`src/rtl/jeo_pkg.sv`:
```
// Shared constants and controller/datapath interface types for the Josephus block.
`default_nettype none

package jeo_pkg;

  // Largest circle the block supports.
  localparam int MAX_PEOPLE = 64;

  // Field and counter widths.
  localparam int POS_W  = $clog2(MAX_PEOPLE);
  localparam int CNT_W  = 7;
  localparam int STEP_W = 10;
  localparam int REM_W  = CNT_W + 1;
  localparam int IDX_W  = 4;

  // Reset values of the configuration registers.
  localparam logic [CNT_W-1:0]  CIRCLE_SIZE_RESET = 7'd7;
  localparam logic [STEP_W-1:0] STEP_COUNT_RESET  = 10'd3;

  // Register indexes on the configuration port.
  localparam logic REG_CIRCLE_SIZE = 1'b0;
  localparam logic REG_STEP_COUNT  = 1'b1;

  // Commands from the controller to the datapath.
  typedef struct packed {
    logic load;
    logic count;
    logic mod_start;
    logic mod_step;
    logic walk_start;
    logic walk_step;
    logic emit_empty;
    logic emit_remove;
  } cmd_t;

  // Status from the datapath to the controller.
  typedef struct packed {
    logic size_zero;
    logic count_done;
    logic is_empty;
    logic mod_done;
    logic hit;
  } status_t;

endpackage

`default_nettype wire

```
`src/rtl/jeo_datapath.sv`:
```
// Datapath: removal map, present count, remainder unit, circular walk and result registers.
`default_nettype none

module jeo_datapath (
  input  wire logic                           clk,
  input  wire logic                           rst,
  input  wire jeo_pkg::cmd_t                  cmd,
  input  wire logic                           restart,
  input  wire logic [jeo_pkg::CNT_W-1:0]      circle_size,
  input  wire logic [jeo_pkg::STEP_W-1:0]     step_count,
  output jeo_pkg::status_t                    status,
  output logic [jeo_pkg::CNT_W-1:0]           removed_person,
  output logic                                last_removal,
  output logic                                circle_empty,
  output logic                                done
);

  // Architectural state.
  logic [jeo_pkg::MAX_PEOPLE-1:0] removed_map;
  logic [jeo_pkg::POS_W-1:0]      search_start;
  logic [jeo_pkg::CNT_W-1:0]      removed_total;

  // Per-request working registers.
  logic [jeo_pkg::CNT_W-1:0]      n_lat;
  logic [jeo_pkg::STEP_W-1:0]     k_minus1;
  logic [jeo_pkg::POS_W-1:0]      pos;
  logic [jeo_pkg::CNT_W-1:0]      present;
  logic [jeo_pkg::REM_W-1:0]      rem;
  logic [jeo_pkg::IDX_W-1:0]      mod_idx;

  logic [jeo_pkg::CNT_W-1:0]      n_eff;
  logic [jeo_pkg::STEP_W-1:0]     k_eff;
  logic                           pos_present;
  logic [jeo_pkg::CNT_W-1:0]      pos_inc;
  logic [jeo_pkg::POS_W-1:0]      pos_wrap;
  logic [jeo_pkg::REM_W-1:0]      rem_shift;
  logic [jeo_pkg::REM_W-1:0]      rem_next;
  logic [jeo_pkg::CNT_W-1:0]      total_inc;

  // Saturate the size and treat a zero step as one.
  assign n_eff = (circle_size > jeo_pkg::CNT_W'(jeo_pkg::MAX_PEOPLE)) ?
                 jeo_pkg::CNT_W'(jeo_pkg::MAX_PEOPLE) : circle_size;
  assign k_eff = (step_count == '0) ? '0 : step_count - jeo_pkg::STEP_W'(1);

  // Position helpers shared by the count and the walk.
  assign pos_present = ~removed_map[pos];
  assign pos_inc     = {1'b0, pos} + jeo_pkg::CNT_W'(1);
  assign pos_wrap    = (pos_inc == n_lat) ? '0 : pos_inc[jeo_pkg::POS_W-1:0];

  // One restoring step of (k-1) mod present.
  assign rem_shift = {rem[jeo_pkg::REM_W-2:0], k_minus1[mod_idx]};
  assign rem_next  = (rem_shift >= {1'b0, present}) ? rem_shift - {1'b0, present} : rem_shift;

  assign total_inc = removed_total + jeo_pkg::CNT_W'(1);

  // Status toward the controller.
  always_comb begin
    status.size_zero  = (n_lat == '0);
    status.count_done = (pos_inc == n_lat);
    status.is_empty   = (removed_total >= n_lat) || (present == '0);
    status.mod_done   = (mod_idx == '0);
    status.hit        = pos_present && (rem == '0);
  end

  // Architectural state registers.
  always_ff @(posedge clk) begin
    if (rst) begin
      removed_map   <= '0;
      search_start  <= '0;
      removed_total <= jeo_pkg::CIRCLE_SIZE_RESET;
    end else begin
      if (cmd.load && restart) begin
        removed_map   <= '0;
        search_start  <= '0;
        removed_total <= '0;
      end
      if (cmd.emit_remove) begin
        removed_map[pos] <= 1'b1;
        search_start     <= pos + jeo_pkg::POS_W'(1);
        removed_total    <= total_inc;
      end
    end
  end

  // Count, remainder and walk registers.
  always_ff @(posedge clk) begin
    if (cmd.load) begin
      n_lat    <= n_eff;
      k_minus1 <= k_eff;
      pos      <= '0;
      present  <= '0;
    end
    if (cmd.count) begin
      present <= present + jeo_pkg::CNT_W'(pos_present);
      pos     <= pos_inc[jeo_pkg::POS_W-1:0];
    end
    if (cmd.mod_start) begin
      rem     <= '0;
      mod_idx <= jeo_pkg::IDX_W'(jeo_pkg::STEP_W - 1);
    end
    if (cmd.mod_step) begin
      rem     <= rem_next;
      mod_idx <= mod_idx - jeo_pkg::IDX_W'(1);
    end
    if (cmd.walk_start) begin
      pos <= ({1'b0, search_start} >= n_lat) ? '0 : search_start;
    end
    if (cmd.walk_step) begin
      if (pos_present) begin
        rem <= rem - jeo_pkg::REM_W'(1);
      end
      pos <= pos_wrap;
    end
  end

  // Result registers; the strobe lasts one cycle.
  always_ff @(posedge clk) begin
    if (rst) begin
      done <= 1'b0;
    end else begin
      done <= cmd.emit_empty || cmd.emit_remove;
    end
  end

  always_ff @(posedge clk) begin
    if (cmd.emit_empty) begin
      removed_person <= '0;
      last_removal   <= 1'b0;
      circle_empty   <= 1'b1;
    end else if (cmd.emit_remove) begin
      removed_person <= pos_inc;
      last_removal   <= (present == jeo_pkg::CNT_W'(1)) || (total_inc >= n_lat);
      circle_empty   <= 1'b0;
    end
  end

endmodule

`default_nettype wire

```
`src/rtl/jeo_ctrl.sv`:
```
// Controller state machine that sequences count, remainder and walk phases.
`default_nettype none

module jeo_ctrl (
  input  wire logic             clk,
  input  wire logic             rst,
  input  wire logic             start,
  input  wire jeo_pkg::status_t status,
  output logic                  busy,
  output jeo_pkg::cmd_t         cmd
);

  localparam logic [2:0] S_IDLE  = 3'd0;
  localparam logic [2:0] S_COUNT = 3'd1;
  localparam logic [2:0] S_CHECK = 3'd2;
  localparam logic [2:0] S_MOD   = 3'd3;
  localparam logic [2:0] S_WALK  = 3'd4;

  logic [2:0] state;
  logic [2:0] state_next;

  assign busy = (state != S_IDLE);

  // Next state and command decode.
  always_comb begin
    state_next = state;
    cmd        = '0;
    unique case (state)
      S_IDLE: begin
        if (start) begin
          cmd.load   = 1'b1;
          state_next = S_COUNT;
        end
      end
      S_COUNT: begin
        if (status.size_zero) begin
          cmd.emit_empty = 1'b1;
          state_next     = S_IDLE;
        end else begin
          cmd.count = 1'b1;
          if (status.count_done) begin
            state_next = S_CHECK;
          end
        end
      end
      S_CHECK: begin
        if (status.is_empty) begin
          cmd.emit_empty = 1'b1;
          state_next     = S_IDLE;
        end else begin
          cmd.mod_start = 1'b1;
          state_next    = S_MOD;
        end
      end
      S_MOD: begin
        cmd.mod_step = 1'b1;
        if (status.mod_done) begin
          cmd.walk_start = 1'b1;
          state_next     = S_WALK;
        end
      end
      S_WALK: begin
        if (status.hit) begin
          cmd.emit_remove = 1'b1;
          state_next      = S_IDLE;
        end else begin
          cmd.walk_step = 1'b1;
        end
      end
      default: begin
        state_next = S_IDLE;
      end
    endcase
  end

  always_ff @(posedge clk) begin
    if (rst) begin
      state <= S_IDLE;
    end else begin
      state <= state_next;
    end
  end

endmodule

`default_nettype wire

```
`src/rtl/josephus_elimination_order.sv`:
```
// Top level of the Josephus elimination order block with its configuration registers.
`default_nettype none

// Each beat accepted on start (while busy is low) yields one result beat, marked by done for
// one cycle; the receiver cannot stall it. A request scans the n seats to count the people
// still present, tests for an empty circle, forms the bit-serial remainder of (k-1) by that
// count, and then walks stepping one seat a cycle (n is circle_size saturated at 64). The walk
// length depends on the saved seat and the map. The next beat can be accepted at the edge that
// ends the cycle in which done is shown.
module josephus_elimination_order (
  input  wire logic                       clk,
  input  wire logic                       rst,
  input  wire logic                       start,
  output logic                            busy,
  input  wire logic                       restart,
  output logic                            done,
  output logic [jeo_pkg::CNT_W-1:0]       removed_person,
  output logic                            last_removal,
  output logic                            circle_empty,
  input  wire logic                       psel,
  input  wire logic                       penable,
  input  wire logic                       pwrite,
  input  wire logic [2:0]                 paddr,
  input  wire logic [31:0]                pwdata,
  output logic [31:0]                     prdata,
  output logic                            pready
);

  logic [jeo_pkg::CNT_W-1:0]  circle_size;
  logic [jeo_pkg::STEP_W-1:0] step_count;
  logic                       cfg_write;
  jeo_pkg::cmd_t              cmd;
  jeo_pkg::status_t           status;

  assign pready    = 1'b1;
  assign cfg_write = psel && penable && pwrite && pready;

  // Configuration registers.
  always_ff @(posedge clk) begin
    if (rst) begin
      circle_size <= jeo_pkg::CIRCLE_SIZE_RESET;
      step_count  <= jeo_pkg::STEP_COUNT_RESET;
    end else if (cfg_write) begin
      unique case (paddr[2])
        jeo_pkg::REG_CIRCLE_SIZE: circle_size <= pwdata[jeo_pkg::CNT_W-1:0];
        jeo_pkg::REG_STEP_COUNT:  step_count  <= pwdata[jeo_pkg::STEP_W-1:0];
        default: ;
      endcase
    end
  end

  // Register read-back.
  always_comb begin
    unique case (paddr[2])
      jeo_pkg::REG_CIRCLE_SIZE: prdata = {{(32-jeo_pkg::CNT_W){1'b0}}, circle_size};
      jeo_pkg::REG_STEP_COUNT:  prdata = {{(32-jeo_pkg::STEP_W){1'b0}}, step_count};
      default:                  prdata = '0;
    endcase
  end

  jeo_ctrl u_ctrl (
    .clk    (clk),
    .rst    (rst),
    .start  (start),
    .status (status),
    .busy   (busy),
    .cmd    (cmd)
  );

  jeo_datapath u_datapath (
    .clk            (clk),
    .rst            (rst),
    .cmd            (cmd),
    .restart        (restart),
    .circle_size    (circle_size),
    .step_count     (step_count),
    .status         (status),
    .removed_person (removed_person),
    .last_removal   (last_removal),
    .circle_empty   (circle_empty),
    .done           (done)
  );

endmodule

`default_nettype wire

```
`config.mk`:
```
export PLATFORM = sky130hd
export DESIGN_NAME = josephus_elimination_order
export DESIGN_NICKNAME = d
export VERILOG_FILES = /design/src/rtl/jeo_pkg.sv /design/src/rtl/jeo_datapath.sv /design/src/rtl/jeo_ctrl.sv /design/src/rtl/josephus_elimination_order.sv
export SDC_FILE = /design/constraint.sdc
export NUM_CORES = 1
export LEC_CHECK = 0
export ABC_CLOCK_PERIOD_IN_PS = 3700
export BUFFER_PORTS_ARGS = -buffer_cell sky130_fd_sc_hd__buf_2
export CAP_MARGIN = 30
export CORE_MARGIN = 2
export CORE_UTILIZATION = 60
export CTS_CLUSTER_DIAMETER = 120
export DETAILED_ROUTE_END_ITERATION = 10
export HOLD_SLACK_MARGIN = 0.02
export PLACE_DENSITY = 0.82
export SLEW_MARGIN = 10
export SYNTH_ARGS = -nofsm -noshare
export SYNTH_HDL_FRONTEND = slang
export SYNTH_SLANG_ARGS = --single-unit
```
`constraint.sdc`:
```
create_clock -name clk -period 3.7 [get_ports clk]
set_input_delay 0.37 -clock clk [delete_from_list [all_inputs] [get_ports clk]]
set_output_delay 0.37 -clock clk [all_outputs]
set_load 0.02 [all_outputs]
```
* After elaboration in Yosys (flattened, before gate mapping)
Cells that the tools add are included.
** Word-level totals
- Memory bits (read-only) :: 0
- Bits of input ports :: 42
- RAM bits :: 0
- Flip-flop bits (word level) :: 149
- Bits in latches :: 0
- Word-level logic and storage cells :: 118
- Memories kept :: 0
** Operators by class
- Bitwise gates (word level) :: 3
- Div/mod/pow operators :: 0
- Add/subtract/negate cells :: 8
- Magnitude comparators :: 8
- Reductions and logical operators :: 22
- Multiply operators :: 0
- Eq/ne operators :: 10
- Shift operators :: 0
- Multiplexer cells :: 51
** Operator list (count)
- $mux W64 :: 3
- $or A64 B64 Y64 :: 1
- $pmux W32 S2 :: 1
- $mux W6 :: 8
- $mux W8 :: 5
- $mux W7 :: 4
- $mux W1 :: 16
- $mux W3 :: 5
- $pmux W3 S5 :: 1
- $ge A7 B7 Y1 :: 2
- $logic_not A7 Y1 :: 2
- $logic_not A10 Y1 :: 1
- $sub A10 B1 Y10 const B :: 1
- $ge A8 B7 Y1 :: 1
- $logic_not A8 Y1 :: 1
- $mux W4 :: 2
- $sub A8 B1 Y8 const B :: 1
- $sub A8 B7 Y8 :: 1
- $add A6 B1 Y7 const B :: 1
- $add A7 B1 Y7 :: 1
- $add A7 B1 Y7 const B :: 1
- $eq A7 B1 Y1 const B :: 1
- $eq A7 B7 Y1 :: 1
- $ge A6 B7 Y1 :: 1
- 26 further kinds :: 40

* Logic depth before layout (Yosys ltp)
Gate-level depths: netlist (run 1).
- Depth in word-level cells :: 8
- Mapped depth :: 17
- Depth with buffers taken out :: 13

* By module
A second synthesis (run 1) with hierarchy kept.
** Unflattened totals
- Cell total of the unflattened synthesis :: 882
- Area, all modules :: 8211.6 um2
** Modules (own cells, without submodules)
- jeo_datapath :: cells an instance 744, area an instance 6900.4 um2, sequential area each 2922.8 um2, instances 1
- josephus_elimination_order :: cells an instance 105, area an instance 1017.2 um2, sequential area each 340.3 um2, instances 1
- jeo_ctrl :: cells an instance 33, area an instance 294.0 um2, sequential area each 60.1 um2, instances 1

* Worst setup path after synthesis (run 1)
No wires, ideal clock.
- Kind :: register to register
- Start point :: reg u_datapath.mod_idx[0] (netlist name)
- End point :: reg u_datapath.rem[4] (netlist name)
- Arrival time :: 3.198 ns
- Setup time :: 0.122 ns
- Required time :: 3.578 ns
- Path slack :: 0.380 ns
- Cell stages (with the launch flop) :: 15
- Period minus slack after synthesis :: 3.320 ns
- Cells stage by stage :: edfxtp_1 clkbuf_1 mux4_2 a22oi_1 nor2_1 a31oi_1 ha_1 fa_1 nor2b_1 o21ai_0 a31oi_1 nor2_1 mux2i_1 nor2_1 a311o_1
** Between the ends
- Longest elaborated chain between the ends :: 7
- Elaborated cells on any way between the ends :: 8
- Classes of those cells :: add/sub (1); order compare (1); mux (6)
** RTL lines
- start: declaration :: RTL line jeo_datapath.sv:29 : logic [jeo_pkg::IDX_W-1:0] mod_idx;
- start signal: assignment :: RTL line jeo_datapath.sv:99 : mod_idx <= jeo_pkg::IDX_W'(jeo_pkg::STEP_W - 1);
- start signal: assignment :: RTL line jeo_datapath.sv:103 : mod_idx <= mod_idx - jeo_pkg::IDX_W'(1);
- $bmux W1 S4 (*) :: RTL line jeo_datapath.sv:51 : assign rem_shift = {rem[jeo_pkg::REM_W-2:0], k_minus1[mod_idx]};
- $mux W1 (implied by the code) (*) :: RTL line jeo_datapath.sv:51
- $sub A8 B7 Y8 / $ge A8 B7 Y1 (equally long branches) :: RTL line jeo_datapath.sv:52 : assign rem_next = (rem_shift >= {1'b0, present}) ? rem_shift - {1'b0, present} : rem_shift;
- $mux W8 (*) :: RTL line jeo_datapath.sv:52
- $mux W8 (*) :: RTL line jeo_datapath.sv:101 : if (cmd.mod_step) begin
- $mux W8 :: RTL line jeo_datapath.sv:109 : if (pos_present) begin
- $mux W8 (*) :: RTL line jeo_datapath.sv:108 : if (cmd.walk_step) begin
- end signal: assignment :: RTL line jeo_datapath.sv:102 : rem <= rem_next;
- end signal: assignment :: RTL line jeo_datapath.sv:110 : rem <= rem - jeo_pkg::REM_W'(1);
- end: declaration :: RTL line jeo_datapath.sv:28 : logic [jeo_pkg::REM_W-1:0] rem;
Every way passes the cells marked *; elsewhere a longest branch is shown, timed or not. The select of a mux whose other input is x is not followed.
A chain may end at the register's enable or synchronous reset.

* Worst setup path after layout (run 1)
- Start point :: reg u_datapath.mod_idx[0] (netlist name)
- End point :: reg u_datapath.rem[6] (netlist name)
Same word-level chain as after synthesis.

==> run summary, run 1 <==
The worst ir drop on vdd came out at 0.326 mV. Leaving out fill and tap cells, the most frequent cells in the layout are sky130_fd_sc_hd__dfxtp_1 (115), sky130_fd_sc_hd__nand2_1 (108), sky130_fd_sc_hd__a21oi_1 (102). The DRC violation count after routing came out at 0. The worst setup path is captured at a register. The first global-routing pass estimated 34.8 mm of wire. In this run the worst path has a maximum fanout of 4. The detailed-route wire length per cell came out at 17.9 microns. The clock transition at the registers of the reported paths came out at 0.06 ns. The global-route usage over all layers is 0.291. The most used flip-flop cell after synthesis is sky130_fd_sc_hd__dfxtp_1.

The post-synthesis compound-gate area fraction is 0.174. At the end of the flow the core is filled with cells to 0.679. Of the total synthesized cell area, the portion taken by XOR and XNOR cells is 0.0289. The area of the core came out at 0.0138 sq mm. The simple-gate share of the synthesized area came out at 0.219.

For the worst setup path, the data arrival time is 3.73 ns. The number of iterations in the first detailed-routing pass is 5. The remaining antenna violation count after routing came out at 0. The area of the die is 0.0151 sq mm.

The most common library cell in the layout ignoring fill and taps is sky130_fd_sc_hd__dfxtp_1. The multiplexer area fraction after synthesis came out at 0.0533. TritonCTS built the clock tree. Walking the worst path, the cells encountered are mux4_2, a22oi_1, nor2_1, a31oi_1, ha_1, fa_1, nor2b_1, o21ai_1, a21boi_0, o21a_1, or4_1, nand4_1, nand4_1.

The adder and majority gate portion of the synthesized area is 0.0554. The post-synth design cell area is 0.00849 sq mm. Setup repair after global routing left no endpoint under its margin. The worst hold path begins at pwdata[1]. The maximum clock path buffer count came out at 2. The count of buffers inserted at the top-level ports is 38. The largest net degree at the start of global routing came out at 89. In this run the cell area measured after placement is 0.00877 sq mm. The via count of the first global-routing pass is 7052. The portion of the post-synthesis area used by sequential elements is 0.391. Summed over all failing endpoints, the final setup total negative slack is 0 ns. The number of buffers and inverters on the critical path is 0. The flow ran to the end, and the final reports show no timing, DRC or antenna violations.

The slowest cell on the critical path is sky130_fd_sc_hd__mux4_2. At the worst endpoint, the required time is 4.00 ns. Signal routing reaches up to met4. The floorplan row count came out at 43. The antenna diode count is 0. The period utilization came out at 0.928.

The total design power is 0.00453 W. The number of antenna violations at the first check in global routing came out at 0. STA classifies the critical path startpoint as a register.

The power per cell area is 483 mW/mm^2. The DRC marker count from the first detailed-route iteration came out at 731. The highest cell delay on the worst timing path is 0.52 ns.

Tracing the worst setup path back leads to its startpoint at u_datapath.mod_idx[0]. The wire length on met3 came out at 1.56 mm. For this configuration, the core starts out at a cell density of 0.614.

The async set-or-reset flop fraction in the synthesized netlist came out at 0. The number of flops mapped to enable cells by yosys came out at 34. The final setup skew came out at 0.0111 ns. The count of cell types in the netlist came out at 70. The maximum achievable frequency is 0.291 GHz.

The mean instance size in the synthesized netlist came out at 8.69 sq um. By area, the combinational part of the netlist is dominated by simple AND/OR/NAND/NOR gates. Counting flops and latches in the post-synthesis netlist gives 149. The clock sink count is 149.

The number of nets in the layout came out at 1077. The clock latency reported for the late side of the worst-skew pair came out at 0.43 ns. In the final routing, the length of wire on met1 measures 9.31 mm. The detailed placer's ending HPWL came out at 13.9 mm. The deepest level of the CTS H-tree came out at 4. The die boundary width is 123 microns.

The number of slew-limit violations in the final report is 0. The slew at the pin with the worst max-slew slack came out at 0.935 ns. The number of hold buffers added after cts is 0.

The worst flop-to-flop path startpoint is u_datapath.mod_idx[0]. The tightest min-delay check is of the in2reg type. Routability-driven placement finished with a final weighted congestion of 0.883.

The clock period minus worst slack is 3.43 ns. The number of buffers created by CTS is 17. The post-synthesis cell count came out at 977. The total leakage power came out at 3.72 nW. The floorplan step set the die height to 123 microns. In this run the tightest slew margin relative to its limit is 0.376.

The fraction of layout cells with a size suffix above 1 is 0.134. Summed over all nets, wire length on met2 after detailed routing comes to 9.98 mm. The final number of hold-violating endpoints is 0. The max-cap violation count came out at 0. The number of setup violations in the final report came out at 0. During synthesis, Yosys emitted a total of 0 warnings. In this run the count of I/O pins placed on the die edge is 86. The finished layout cell area came out at 0.00939 sq mm.

Summed over all layers, the global routing overflow is 0. The routed layout has 7546 vias. The layout-stage area growth over the synthesis result came out at 10.5%. The cell class contributing the biggest share of worst-path delay is compound AO/OA/AOI/OAI gates. Dividing the detail-routed via count by the number of cells gives 6.34. Counting stages on the worst path, the most repeated cell is sky130_fd_sc_hd__nand4_1. In this run the clock root is driven by a sky130_fd_sc_hd__clkbuf_16. The critical path is of the reg2reg type. The routed wire length came out at 21.4 mm.
## stage by stage
stage | instances | hold WS (ns) | worst slack, ns
2_1_floorplan | 998 | 0.427 | 0.380
3_3_place_gp | 1159 | 0.434 | 0.325
3_5_place_dp | 1159 | 0.439 | 0.240
4_1_cts | 1191 | 0.153 | 0.201
5_1_grt | 1191 | 0.174 | 0.0589
6_report | 1191 | 0.162 | 0.268
## sequential cells by signal (all words and copies together), names as in the netlist
name                       count
u_datapath.rem                 8
u_datapath.search_start        6
u_datapath.removed_total       7
u_datapath.removed_map        64
u_datapath.n_lat               7
step_count                    10
u_ctrl.state                   3
u_datapath.circle_empty        1
u_datapath.pos                 6
u_datapath.mod_idx             4
u_datapath.present             7
u_datapath.removed_person      7
circle_size                    7
u_datapath.k_minus1           10
u_datapath.done                1
u_datapath.last_removal        1
## area by class of cell
| cell class | count | area (sq um) |
|---|---|---|
| Clock buffer | 19 | 433 |
| Inverter | 41 | 154 |
| Fill cell | 1067 | 4440 |
| Tap cell | 180 | 225 |
| Multi-Input combinational cell | 716 | 4590 |
| Clock inverter | 13 | 183 |
| Sequential cell | 149 | 3320 |
| Timing Repair Buffer | 73 | 478 |
## cells by family after synthesis
kind of cell    Yosys count
simple gates            362
fa+ha+maj                37
compound gates          228
buf+inv                 133
flops                   149
other cells               2
mux                      38
xor+xnor                 28
## routing by layer
| layer | vias up | track usage |
|---|---|---|
| met5 | - | 0 |
| met4 | 0 | 0.121 |
| met3 | 55 | 0.0577 |
| met2 | 363 | 0.459 |
| met1 | 3568 | 0.392 |
| li1 | 3560 | - |
## timing repair
item                                    CTS  global route
endpoints found under the setup margin    0             4
buffers inserted                          0             0
gates resized for setup                   0             1
## final timing paths
path	depth (start not counted)	to	slack [ns]
max	13	u_datapath.rem[6]	0.27
min	2	circle_size[1]	0.16
min reg2reg	2	u_datapath.removed_map[38]	0.45
max reg2reg	13	u_datapath.rem[6]	0.27
## worst register-to-register path: cells and delay by family, from the launching register on
family                     cells  cell delay (ns)
AOI/OAI and AO/OA              5             1.12
DFF                            1             0.40
and+or+nand+nor                5             0.78
adders and majority gates      2             0.49
muxes                          1             0.52
## synthesized netlist by cell type, drive strengths merged (10+ instances only)
cell type    n  area, sq um
nand4       74          469
mux2        18          203
nand2      109          409
nor2b       20          125
ha          36          450
inv         41          154
mux2i       16          160
o21ai       24          120
nand3       32          160
dfxtp      115         2300
xnor2       18          158
o211ai      15          113
a21oi      102          510
edfxtp      34         1020
nor3        18         90.1
nor2        52          195
clkbuf      36          136
buf         56          372
xor2        10         87.6
## power by group
group	leakage, nW	internal, W	total [W]	switching [W]
sequential	1.26	0.00174	0.00182	0.0000831
combinational	2.17	0.000322	0.000900	0.000578
clock	0.292	0.00113	0.00181	0.000690
total	3.72	0.00318	0.00453	0.00135
(Power assumes the default switching activity.)
==> run 2: changes to the inputs <==
--- a/config.mk
+++ b/config.mk
@@ -8,12 +8,13 @@
 export ABC_CLOCK_PERIOD_IN_PS = 3700
 export BUFFER_PORTS_ARGS = -buffer_cell sky130_fd_sc_hd__buf_2
 export CAP_MARGIN = 30
+export CORE_ASPECT_RATIO = 2
 export CORE_MARGIN = 2
 export CORE_UTILIZATION = 60
 export CTS_CLUSTER_DIAMETER = 120
 export DETAILED_ROUTE_END_ITERATION = 10
 export HOLD_SLACK_MARGIN = 0.02
-export PLACE_DENSITY = 0.82
+export PLACE_DENSITY = 0.88
 export SLEW_MARGIN = 10
 export SYNTH_ARGS = -nofsm -noshare
 export SYNTH_HDL_FRONTEND = slang
==> run 2 against run 1 <==
Non-clock buffer count down 6. Sequential power about the same. Clock skew down 0.00075 ns. Maximum frequency up 0.58%.
==> run summary, run 2 (synthesized netlist as in run 1, its figures left out) <==
The number of nets in the layout is 1071 (-0.56%). The clock transition at the registers of the reported paths is 0.06 ns (about the same). In the final layout, the registers with the most flip-flops are u_datapath.removed_map: 64 flops, step_count: 10 flops, u_datapath.k_minus1: 10 flops. The worst setup path is launched from a register. The number of hold buffers added after cts came out at 0 (unchanged). The total leakage power is 3.72 nW (about the same). The remaining antenna violation count after routing is 0 (unchanged). The relative contribution of combinational cells to total power is 0.195 (-0.004). The worst hold slack was 0.178 ns (+0.0167 ns).

The slew at the pin with the worst max-slew slack is 0.876 ns (-0.0595 ns). The wire length of the first global-routing pass is 37.9 mm (+9.0%). The flip-flop count of the largest register after layout is 64 (unchanged).

The number of cell instances on the worst register-to-register path is 13 (unchanged). The library cells used most frequently in the layout, excluding fill and tap cells, are sky130_fd_sc_hd__dfxtp_1 (115), sky130_fd_sc_hd__nand2_1 (108), sky130_fd_sc_hd__a21oi_1 (102). The highest cell delay on the worst timing path was 0.52 ns (about the same). The run finished with clean final reports. The clock latency reported for the late side of the worst-skew pair came out at 0.44 ns (about the same).

The number of vias in the routed layout came out at 7804 (+3.4%). The total global routing overflow is 0 (unchanged). The data arrival time of the critical path came out at 3.59 ns (-0.14 ns).

The fraction of layout cells with a size suffix above 1 came out at 0.131 (-0.00219). The number of setup violations in the final report is 0 (unchanged). The detailed placer's ending HPWL came out at 15.7 mm (+13%).

The max-slew headroom at the worst pin is 0.414 (+0.0376). The DRC marker count from the first detailed-route iteration is 838 (+15%). The maximum achievable frequency is 0.293 GHz (+0.58%). The period utilization came out at 0.922 (-0.00534). The sequential cell fraction of total power came out at 0.393 (-0.008).

The clock share of power came out at 0.412 (+0.012). The number of antenna violations at the first check in global routing came out at 0 (unchanged). The worst ir drop on vdd is 0.385 mV (+18%). The worst flop-to-flop path startpoint is u_datapath.pos[2]. The final setup skew is 0.0104 ns (-0.000749 ns).

The share of the core filled with cells came to 0.675 (-0.00330). The antenna diode count is 0 (unchanged). The critical path endpoint category is a register.

The number of stages on the worst hold path is 2 (unchanged). The number of slew-limit violations in the final report is 0 (unchanged). The total of cells resized after clock tree synthesis came out at 0 (unchanged). The internal reg-to-reg setup slack came out at 0.29 ns (+0.02 ns).

The path with the worst hold slack has its endpoint at circle_size[2]. The post-placement cell area came to 0.00873 sq mm (-0.47%). The library cell used most frequently in the layout, excluding fill and tap cells, is sky130_fd_sc_hd__dfxtp_1. More flip-flops sit in one register than any other, and that register is u_datapath.removed_map.

The count of boundary I/O pins came to 86 (unchanged). The signal on the critical path passes through buf_12, mux2_1, a222oi_1, nand3_1, a22oi_2, nand4_2, inv_2, ha_1, ha_1, nand3_1, nor3_1, xnor2_1, nor2_1. The post-route setup TNS came to 0 ns (unchanged). The finished layout cell area came out at 0.00938 sq mm (about the same). The DRC violation count after routing is 0 (unchanged). TritonCTS built the clock tree.

The via count of the first global-routing pass is 7598 (+7.7%). The area of the core is 0.0139 sq mm (+0.46%). The number of buffers created by CTS is 17 (unchanged). The switching power was 0.00140 W (+3.8%). The die boundary width came to 88.1 microns (-28%). The power per cell area came out at 497 mW/mm^2 (+2.8%). The kind of critical path is reg2reg. The buffer count from post-CTS setup fixing is 0 (unchanged). The final number of hold-violating endpoints is 0 (unchanged). The maximum clock path buffer count came out at 2 (unchanged). Setup repair after global routing left no endpoint under its margin. The vertical die dimension is 172 microns (+40%). The source of the worst hold timing path is pwdata[2].

The layout-stage area growth over the synthesis result is 10.5% (about the same). The number of iterations in the first detailed-routing pass is 6 (+1). The global placement routability congestion came out at 0.920 (+4.2%). The detailed-route wire length per cell came to 19.9 microns (+11%).

The class of the tightest hold or removal check is in2reg. The required time at the endpoint of the critical path is 3.88 ns (-0.12 ns). The global-route usage over all layers is 0.323 (+0.0319).

The clock sink count came out at 149 (unchanged). In this run the critical register-to-register path is captured at u_datapath.present[6]. The deepest level of the CTS H-tree is 4 (unchanged). The switching power as a share of total power is 0.301 (+0.00297). The floorplan row count is 61 (+42%). The internal power consumption is 0.00326 W (+2.3%). The maximum fanout encountered on the critical timing path is 40 (+36).

The routed wire length is 23.8 mm (+11%). The area of the die came out at 0.0152 sq mm (+0.38%). The largest net degree at the start of global routing came out at 89 (unchanged). The number of vias per cell after detailed routing is 6.54 (+3.2%). On the critical path, the stage with the largest delay is an instance of sky130_fd_sc_hd__a222oi_1. The max-cap violation count is 0 (unchanged).

The root buffer cell chosen for the clock tree is sky130_fd_sc_hd__clkbuf_16. The count of buffers inserted at the top-level ports is 38 (unchanged). The effective utilization at floorplan came out at 0.611 (-0.00282).

The clock period minus worst slack came out at 3.41 ns (-0.0198 ns).
[run 2: layer usage]
| metal | share of wire | track usage | vias to the layer above |
|---|---|---|---|
| li1 | - | - | 3545 |
| met1 | 0.33 | 0.319 | 3690 |
| met2 | 0.52 | 0.571 | 407 |
| met3 | 0.062 | 0.0783 | 162 |
| met4 | 0.081 | 0.233 | 0 |
| met5 | 0 | 0 | - |
[run 2: worst max-delay path: cells and delay by family (launching register included)]
family                     cells  cell delay (ns)
AOI/OAI and AO/OA              2             0.80
muxes                          1             0.35
buffers and inverters          2             0.37
adders and majority gates      2             0.35
and+or+nand+nor                5             0.74
DFF                            1             0.39
xor gates and xnor gates       1             0.15
[run 2: stage by stage]
stage,setup WS (ns),cells,power [W]
floorplan,0.380,998,0.00250
global placement,0.457,1161,0.00270
detailed placement,0.356,1161,0.00273
CTS,0.328,1193,0.00462
global route,0.0840,1194,0.00480
finish,0.288,1194,0.00466
[run 2: how the worst max path moves through the flow]
stage                                      from                    end  slack [ns]  cells after the start
after floorplan           u_datapath.mod_idx[0]      u_datapath.rem[4]        0.38                     14
after global placement    u_datapath.mod_idx[0]      u_datapath.rem[6]        0.46                     13
after detailed placement  u_datapath.mod_idx[0]      u_datapath.rem[6]        0.36                     13
after CTS                 u_datapath.mod_idx[0]      u_datapath.rem[6]        0.33                     13
after global routing      u_datapath.mod_idx[0]      u_datapath.rem[6]        0.08                     13
final                         u_datapath.pos[2]  u_datapath.present[6]        0.29                     13
[run 2: layout make-up]
type / count / area [sq um]
Fill cell: 1039 / 4510
Timing Repair Buffer: 67 / 430
Multi-Input combinational cell: 716 / 4590
Clock inverter: 11 / 168
Sequential cell: 149 / 3320
Clock buffer: 21 / 482
Inverter: 41 / 154
Tap cell: 189 / 236
[run 2: power groups by stage]
stage / clock (W) / sequential [W] / combinational [W]
2_1_floorplan: 0 / 0.00182 / 0.000676
3_3_place_gp: 0 / 0.00185 / 0.000850
3_5_place_dp: 0 / 0.00186 / 0.000872
4_1_cts: 0.00191 / 0.00182 / 0.000883
5_1_grt: 0.00198 / 0.00184 / 0.000982
6_report: 0.00192 / 0.00183 / 0.000910
